$ cat config.mk
export PLATFORM = sky130hd
export DESIGN_NAME = greedy_bandit_action_learner
export DESIGN_NICKNAME = d
export VERILOG_FILES = /design/src/hw/rtl/gbal_pkg.sv /design/src/hw/rtl/gbal_ctrl.sv /design/src/hw/rtl/gbal_dp.sv /design/src/hw/rtl/greedy_bandit_action_learner.sv
export SDC_FILE = /design/constraint.sdc
export NUM_CORES = 2
export LEC_CHECK = 0
export BUFFER_PORTS_ARGS = -buffer_cell sky130_fd_sc_hd__clkbuf_2
export CAP_MARGIN = 10
export CORE_MARGIN = 2
export CORE_UTILIZATION = 60
export DETAILED_ROUTE_END_ITERATION = 10
export PLACE_DENSITY = 0.77
export SKIP_CTS_REPAIR_TIMING = 1
export SYNTH_ARGS = -nofsm -noshare
export SYNTH_HDL_FRONTEND = slang
export SYNTH_SLANG_ARGS = --single-unit
$ cat constraint.sdc
create_clock -name clock -period 10.2 [get_ports clock]
set_clock_uncertainty 0.1 [all_clocks]
set_input_delay 1.02 -clock clock [delete_from_list [all_inputs] [get_ports clock]]
set_output_delay 1.02 -clock clock [all_outputs]
set_load 0.05 [all_outputs]
$ cat src/hw/rtl/gbal_pkg.sv
// Shared types, widths and constants of the greedy bandit action learner.
// No dependencies; every other file of the block imports this package.
package gbal_pkg;

   // Table size and value formats
   localparam int ACTION_COUNT = 16;
   localparam int IDX_W        = $clog2(ACTION_COUNT);
   localparam int VAL_W        = 32;
   localparam int RATE_W       = 16;
   localparam int ACT_W        = 4;
   localparam int FRAC_W       = 16;

   // Update arithmetic widths
   localparam int PROD_W  = VAL_W + RATE_W + 2;
   localparam int SUM_W   = PROD_W + 1;
   localparam int SHIFT_W = SUM_W - FRAC_W;

   // Stream payload widths
   localparam int REQ_DATA_W = 32;
   localparam int RSP_DATA_W = 40;
   localparam int RSP_USER_W = 1;

   // Control register map
   localparam int CSR_IDX_W = 1;
   localparam int CSR_DAT_W = 32;
   localparam logic [CSR_IDX_W-1:0] CSR_LEARN_RATE     = 1'd0;
   localparam logic [CSR_IDX_W-1:0] CSR_REPEAT_PENALTY = 1'd1;

   localparam logic [RATE_W-1:0]       LEARN_RATE_RST     = 16'd6554;
   localparam logic signed [VAL_W-1:0] REPEAT_PENALTY_RST = -32'sd655360;

   // Controller to datapath commands
   typedef struct packed {
      logic start;     // latch reward, begin scan at entry 0
      logic scan_step; // compare one more entry
      logic mul_en;    // pick reward, form both products
      logic commit;    // write table, last action, result register
   } dp_cmd_type;

   // Datapath to controller status
   typedef struct packed {
      logic scan_last; // current entry is the last of the table
      logic out_free;  // result register can take a new transaction
   } dp_sts_type;

   // Reset contents of the value table: entry j = j, entry 0 = 25.0
   function automatic logic signed [VAL_W-1:0] init_value(input logic [IDX_W-1:0] idx);
      logic signed [VAL_W-1:0] v;
      v = VAL_W'(idx) << FRAC_W;
      if (idx == '0) begin
         v = 32'sd25 <<< FRAC_W;
      end
      return v;
   endfunction

endpackage

$ cat src/hw/rtl/gbal_ctrl.sv
// Sequencer of the greedy bandit action learner: accept, scan, multiply, commit.
// Depends on gbal_pkg for the command and status structs.
module gbal_ctrl (
   input  logic                 clock,
   input  logic                 reset,
   input  logic                 req_tvalid,
   output logic                 req_tready,
   input  gbal_pkg::dp_sts_type sts,
   output gbal_pkg::dp_cmd_type cmd
);
   import gbal_pkg::*;

   localparam logic [1:0] ST_IDLE = 2'd0;
   localparam logic [1:0] ST_SCAN = 2'd1;
   localparam logic [1:0] ST_MUL  = 2'd2;
   localparam logic [1:0] ST_SUM  = 2'd3;

   logic [1:0] state_ff;
   logic [1:0] state_in;

   assign req_tready = (state_ff == ST_IDLE);

   // Next state and commands
   always_comb begin
      state_in      = state_ff;
      cmd           = '0;
      unique case (state_ff)
         ST_IDLE: begin
            if (req_tvalid) begin
               cmd.start = 1'b1;
               state_in  = ST_SCAN;
            end
         end
         ST_SCAN: begin
            cmd.scan_step = 1'b1;
            if (sts.scan_last) begin
               state_in = ST_MUL;
            end
         end
         ST_MUL: begin
            cmd.mul_en = 1'b1;
            state_in   = ST_SUM;
         end
         ST_SUM: begin
            // hold here while the previous result is still unread
            if (sts.out_free) begin
               cmd.commit = 1'b1;
               state_in   = ST_IDLE;
            end
         end
         default: state_in = ST_IDLE;
      endcase
   end

   always_ff @(posedge clock) begin
      if (reset) begin
         state_ff <= ST_IDLE;
      end else begin
         state_ff <= state_in;
      end
   end

endmodule

$ cat src/hw/rtl/gbal_dp.sv
// Datapath of the greedy bandit action learner: value table, argmax scan,
// blend multipliers, rounding, control registers and the result register.
// Depends on gbal_pkg.
module gbal_dp (
   input  logic                                  clock,
   input  logic                                  reset,
   input  gbal_pkg::dp_cmd_type                  cmd,
   output gbal_pkg::dp_sts_type                  sts,
   input  logic signed [gbal_pkg::VAL_W-1:0]     reward_in,
   input  logic                                  csr_we,
   input  logic [gbal_pkg::CSR_IDX_W-1:0]        csr_index,
   input  logic [gbal_pkg::CSR_DAT_W-1:0]        csr_wdata,
   input  logic                                  rsp_tready,
   output logic                                  rsp_valid,
   output logic [gbal_pkg::ACT_W-1:0]            rsp_action,
   output logic signed [gbal_pkg::VAL_W-1:0]     rsp_value,
   output logic                                  rsp_repeat
);
   import gbal_pkg::*;

   localparam logic signed [SHIFT_W-1:0] VMAX = SHIFT_W'(signed'(32'h7FFF_FFFF));
   localparam logic signed [SHIFT_W-1:0] VMIN = SHIFT_W'(signed'(32'h8000_0000));
   localparam logic signed [SUM_W-1:0]   HALF = SUM_W'(1) <<< (FRAC_W - 1);
   localparam logic [RATE_W:0]           ONE  = (RATE_W+1)'(1) << FRAC_W;

   logic signed [VAL_W-1:0]  table_ff [ACTION_COUNT];
   logic [IDX_W-1:0]         last_ff;
   logic [IDX_W-1:0]         best_ff;
   logic signed [VAL_W-1:0]  best_val_ff;
   logic [IDX_W-1:0]         idx_ff;
   logic signed [VAL_W-1:0]  reward_ff;
   logic                     rep_ff;
   logic signed [PROD_W-1:0] prod_a_ff;
   logic signed [PROD_W-1:0] prod_b_ff;
   logic [RATE_W-1:0]        rate_ff;
   logic signed [VAL_W-1:0]  penalty_ff;
   logic                     out_valid_ff;
   logic [ACT_W-1:0]         out_action_ff;
   logic signed [VAL_W-1:0]  out_value_ff;
   logic                     out_repeat_ff;

   logic signed [VAL_W-1:0]  cand_val;
   logic                     rep_in;
   logic signed [VAL_W-1:0]  eff_reward;
   logic [RATE_W:0]          comp_rate;
   logic signed [PROD_W-1:0] prod_a_in;
   logic signed [PROD_W-1:0] prod_b_in;
   logic signed [SUM_W-1:0]  sum;
   logic signed [SHIFT_W-1:0] shifted;
   logic signed [VAL_W-1:0]  new_val;
   logic [7:0]               best_wide;

   assign sts.scan_last = (idx_ff == IDX_W'(ACTION_COUNT - 1));
   assign sts.out_free  = !out_valid_ff || rsp_tready;

   // Scan candidate
   assign cand_val = table_ff[idx_ff];

   // Reward choice and the two blend products
   assign rep_in     = (best_ff == last_ff);
   assign eff_reward = rep_in ? penalty_ff : reward_ff;
   assign comp_rate  = ONE - (RATE_W+1)'(rate_ff);
   assign prod_a_in  = $signed({1'b0, comp_rate}) * best_val_ff;
   assign prod_b_in  = $signed({1'b0, rate_ff}) * eff_reward;

   // Sum, round half up, floor shift, clamp
   always_comb begin
      sum     = SUM_W'(prod_a_ff) + SUM_W'(prod_b_ff) + HALF;
      shifted = SHIFT_W'(sum >>> FRAC_W);
      if (shifted > VMAX) begin
         new_val = VMAX[VAL_W-1:0];
      end else if (shifted < VMIN) begin
         new_val = VMIN[VAL_W-1:0];
      end else begin
         new_val = shifted[VAL_W-1:0];
      end
   end

   assign best_wide = 8'(best_ff);

   // Value table and last action
   always_ff @(posedge clock) begin
      if (reset) begin
         for (int j = 0; j < ACTION_COUNT; j++) begin
            table_ff[j] <= init_value(IDX_W'(j));
         end
         last_ff <= '0;
      end else if (cmd.commit) begin
         table_ff[best_ff] <= new_val;
         last_ff           <= best_ff;
      end
   end

   // Argmax scan, lowest index wins ties
   always_ff @(posedge clock) begin
      if (cmd.start) begin
         reward_ff   <= reward_in;
         best_ff     <= '0;
         best_val_ff <= table_ff[0];
         idx_ff      <= IDX_W'(1);
      end else if (cmd.scan_step) begin
         if (cand_val > best_val_ff) begin
            best_ff     <= idx_ff;
            best_val_ff <= cand_val;
         end
         idx_ff <= idx_ff + IDX_W'(1);
      end
   end

   // Product registers
   always_ff @(posedge clock) begin
      if (cmd.mul_en) begin
         prod_a_ff <= prod_a_in;
         prod_b_ff <= prod_b_in;
         rep_ff    <= rep_in;
      end
   end

   // Control registers
   always_ff @(posedge clock) begin
      if (reset) begin
         rate_ff    <= LEARN_RATE_RST;
         penalty_ff <= REPEAT_PENALTY_RST;
      end else if (csr_we) begin
         unique case (csr_index)
            CSR_LEARN_RATE:     rate_ff    <= csr_wdata[RATE_W-1:0];
            CSR_REPEAT_PENALTY: penalty_ff <= signed'(csr_wdata[VAL_W-1:0]);
            default: ;
         endcase
      end
   end

   // Result register
   always_ff @(posedge clock) begin
      if (reset) begin
         out_valid_ff <= 1'b0;
      end else if (cmd.commit) begin
         out_valid_ff <= 1'b1;
      end else if (rsp_tready) begin
         out_valid_ff <= 1'b0;
      end
   end

   always_ff @(posedge clock) begin
      if (cmd.commit) begin
         out_action_ff <= best_wide[ACT_W-1:0];
         out_value_ff  <= new_val;
         out_repeat_ff <= rep_ff;
      end
   end

   assign rsp_valid  = out_valid_ff;
   assign rsp_action = out_action_ff;
   assign rsp_value  = out_value_ff;
   assign rsp_repeat = out_repeat_ff;

endmodule

$ cat src/hw/rtl/greedy_bandit_action_learner.sv
// Top level of the greedy bandit action learner: joins sequencer and datapath.
// Depends on gbal_pkg, gbal_ctrl and gbal_dp.
//
//  port group   dir   payload
//  req_*        in    tdata[31:0] observed_reward
//  rsp_*        out   tdata[3:0] chosen_action, [35:4] updated_value; tuser[0] was_repeat
//  csr_*        in    index 0 learn_rate, index 1 repeat_penalty
//
// After the accept the scan compares table entries 1 to ACTION_COUNT - 1 against entry 0,
// one table entry per cycle, then a multiply state and a commit state follow; the commit
// waits while the previous result is unread. The sequencer returns to idle with the commit,
// so a new request is taken only once the previous one has committed.
// Reset is synchronous and restores the table, last action and registers.
// A stalled rsp side holds the finished result and blocks the commit of the next.
module greedy_bandit_action_learner (
   input  logic                                 clock,
   input  logic                                 reset,
   input  logic                                 req_tvalid,
   output logic                                 req_tready,
   input  logic [gbal_pkg::REQ_DATA_W-1:0]      req_tdata,  // [31:0] observed_reward
   output logic                                 rsp_tvalid,
   input  logic                                 rsp_tready,
   output logic [gbal_pkg::RSP_DATA_W-1:0]      rsp_tdata,  // [3:0] action, [35:4] value
   output logic [gbal_pkg::RSP_USER_W-1:0]      rsp_tuser,  // [0] was_repeat
   input  logic                                 csr_we,
   input  logic [gbal_pkg::CSR_IDX_W-1:0]       csr_index,
   input  logic [gbal_pkg::CSR_DAT_W-1:0]       csr_wdata
);
   import gbal_pkg::*;

   dp_cmd_type              cmd;
   dp_sts_type              sts;
   logic [ACT_W-1:0]        rsp_action;
   logic signed [VAL_W-1:0] rsp_value;
   logic                    rsp_repeat;

   gbal_ctrl u_ctrl (
      .clock      (clock),
      .reset      (reset),
      .req_tvalid (req_tvalid),
      .req_tready (req_tready),
      .sts        (sts),
      .cmd        (cmd)
   );

   gbal_dp u_dp (
      .clock      (clock),
      .reset      (reset),
      .cmd        (cmd),
      .sts        (sts),
      .reward_in  (signed'(req_tdata[VAL_W-1:0])),
      .csr_we     (csr_we),
      .csr_index  (csr_index),
      .csr_wdata  (csr_wdata),
      .rsp_tready (rsp_tready),
      .rsp_valid  (rsp_tvalid),
      .rsp_action (rsp_action),
      .rsp_value  (rsp_value),
      .rsp_repeat (rsp_repeat)
   );

   // Pack result fields, zero fill to whole bytes
   assign rsp_tdata = {(RSP_DATA_W - ACT_W - VAL_W)'(0), rsp_value, rsp_action};
   assign rsp_tuser = rsp_repeat;

endmodule

==> metrics.yaml <==
status:
  status: "completed"
setup_path:
  path_buf_inv: 5
  cp_max_fo: 18
  cpLargestDelayFamily: "adder cells"
  path_depth: 27
  end_kind: "flop"
  rr_worst_depth: 27
  required_ps: 10510
  arrival_ps: 10010
  critPathLaunchType: "flop"
  timing.rr.start: "u_dp.best_ff[3]"
  crit_path_frequent_cell: "fa_1"
  criticalPathCategory: "flop to flop"
  crit_start: "u_dp.best_ff[3]"
  cpPeakStageDelay_ps: 750
  cp_slowest_cell: "a221oi_1"
sta:
  setup_violations: 0
  timing.fmax_mhz: 103
  slew_headroom_pct: 15.2
  slew_viol_final: 0
  period_minus_slack_ps: 9690
  timing.final.crit_share_pct: 95.0
  setup_tns_ps: 0
  hold_viol: 0
  rsz0062_at_grt: "no"
  worstMarginPinSlew_ps: 1270
finish:
  fillers: 9485
  drive_gt1_share_pct: 8.68
  antenna_cells: 0
  syn2layout_area_growth_pct: 6.63
  regArea_um2: 22800
  final_common_cell: "inv_1"
  multi_input_area_um2: 44300
  final_cell_mix: "inv_1 (1243), fa_1 (1010), nand2_1 (959)"
  nets: 8374
routing:
  vias_per_cell: 6.04
  wl_um: 205000
  detail_route.wl_per_cell_um: 23.8
  ant_nets: 0
  num_vias: 52000
  first_pass_iters: 9
  drt_iter0_markers: 5302
  drc: 0
synth:
  avgSynthCellArea_um2: 10.4
  synth-seq-area-share_pct: 31.1
  synth_edf_count: 713
  synth_area_leaders: "edfxtp_1 (29%), fa_1 (28%), inv_1 (6.4%)"
  ys.flop_type: "edfxtp_1"
  syn_area_um2: 73100
  synth_cells: 7009
  yosysTopAreaCell: "edfxtp_1"
  yosysWarnings: 0
  yosysUniqueCellTypes: 82
  async_flop_share_pct: 0
  ys_ff_latch: 780
  synth_top_area_share_pct: 29.3
placement:
  post-dp-hpwl_um: 147000
  gp_congestion: 0.964
  portBuffers: 108
die:
  initial_utilization_pct: 60.2
  io_pins: 113
  core_area_um2: 121000
  die-width_um: 353
  rows: 128
  die_y_um: 353
  dieArea_um2: 125000
min_path:
  hp-class: "flop to flop"
  min_path_cells: 0
  hp-start: "u_dp.rep_ff"
clock_tree:
  clkSlewWorstSetupHoldPaths_ps: 60
  cts.path.max_buffers: 3
  htreeDepth: 3
  clk_latency_ps: 720
  clockRootBuffer: "clkbuf_16"
  cts.sink_count: 780
  cts_tree: "built"
  cts_buffers: 85
global_routing:
  grt_usage_pct: 33.6
  antenna_found_initial: 4
  grt_max_degree: 96
  grt_pass1_wl_um: 318000
  grt_pass1_vias: 55700
  overflow: 0
run:
  maxCapViolCount: 0
==> flip-flops by register name, summed over array words and instances, names as in the netlist, 2 cells and up, named ones only <==
register / flops
u_dp.idx_ff: 4
u_dp.table_ff: 512
u_dp.last_ff: 4
u_ctrl.state_ff: 2
u_dp.penalty_ff: 32
u_dp.rsp_value: 32
u_dp.reward_ff: 32
u_dp.best_val_ff: 32
u_dp.prod_a_ff: 50
u_dp.prod_b_ff: 49
u_dp.rate_ff: 16
u_dp.best_ff: 4
u_dp.rsp_action: 4
==> metrics by stage <==
stage | cells | cell area, um2 | worst slack (ps) | utilization, % | hold slack [ps]
5_1_grt | 8616 | 77900 | 3.09 | 64.2 | 337
4_1_cts | 8607 | 77800 | 613 | 64.1 | 329
2_1_floorplan | 7012 | 73100 | 1620 | - | 300
3_3_place_gp | 8453 | 75100 | 749 | 61.8 | 311
6_report | 8616 | 77900 | 506 | 64.2 | 328
3_5_place_dp | 8453 | 75100 | 685 | 61.8 | 316
==> routing by layer <==
metal | global-route usage (%) | wire (um) | up-vias
met2 | 55.2 | 98600 | 2959
met1 | 42.2 | 73500 | 26300
met5 | 0 | 0 | -
li1 | - | - | 22000
met3 | 6.69 | 20000 | 774
met4 | 18.2 | 12900 | 0
==> worst paths after layout <==
| check | endpoint | slack, ps |
|---|---|---|
| hold reg to reg | u_dp.rsp_repeat | 330 |
| hold / removal | u_dp.rsp_repeat | 330 |
| setup / recovery | u_dp.prod_b_ff[44] | 510 |
| setup reg to reg | u_dp.prod_b_ff[44] | 510 |
==> synth_stat cells (all sizes together) (7+ instances only) <==
| library cell | instances |
|---|---|
| nor4 | 39 |
| inv | 1246 |
| o21bai | 23 |
| o211ai | 14 |
| a21oi | 199 |
| a21boi | 7 |
| a21o | 85 |
| nand4 | 33 |
| nand2b | 26 |
| ha | 370 |
| mux2 | 31 |
| buf | 91 |
| a211oi | 16 |
| clkbuf | 292 |
| nand3 | 49 |
| nor2b | 16 |
| xor2 | 36 |
| and2 | 417 |
| nor3 | 38 |
| o21a | 22 |
| o21ai | 76 |
| fa | 1010 |
| o31ai | 15 |
| a211o | 8 |
| dfxtp | 67 |
| nand2 | 971 |
| a31oi | 22 |
| nand3b | 23 |
| mux4 | 160 |
| and4 | 8 |
| nor2 | 652 |
| or3 | 10 |
| or2 | 24 |
| and3 | 19 |
| edfxtp | 713 |
| xnor2 | 108 |
==> cell families after synthesis <==
group | after synthesis | share of synthesized area, %
and+or+nand+nor | 2343 | 14.5
buffers and inverters | 1629 | 8.50
adders and majority gates | 1380 | 34.0
DFF | 780 | 31.1
AOI/OAI and AO/OA | 535 | 4.66
muxes | 197 | 5.49
xor gates and xnor gates | 144 | 1.73
other | 1 | 0.00513
==> final cells by class <==
class	instances	area share, %
repair buffers	208	1.70
flip-flops and latches	780	29.2
clock inverters	49	0.690
multi-input cells	4603	56.9
inverters	1246	6.00
well taps	1625	2.61
clock buffers	105	2.88
Power is left out: the tool's default activity adds up to more than one toggle a clock period on the data nets, which glitch-free logic cannot reach.
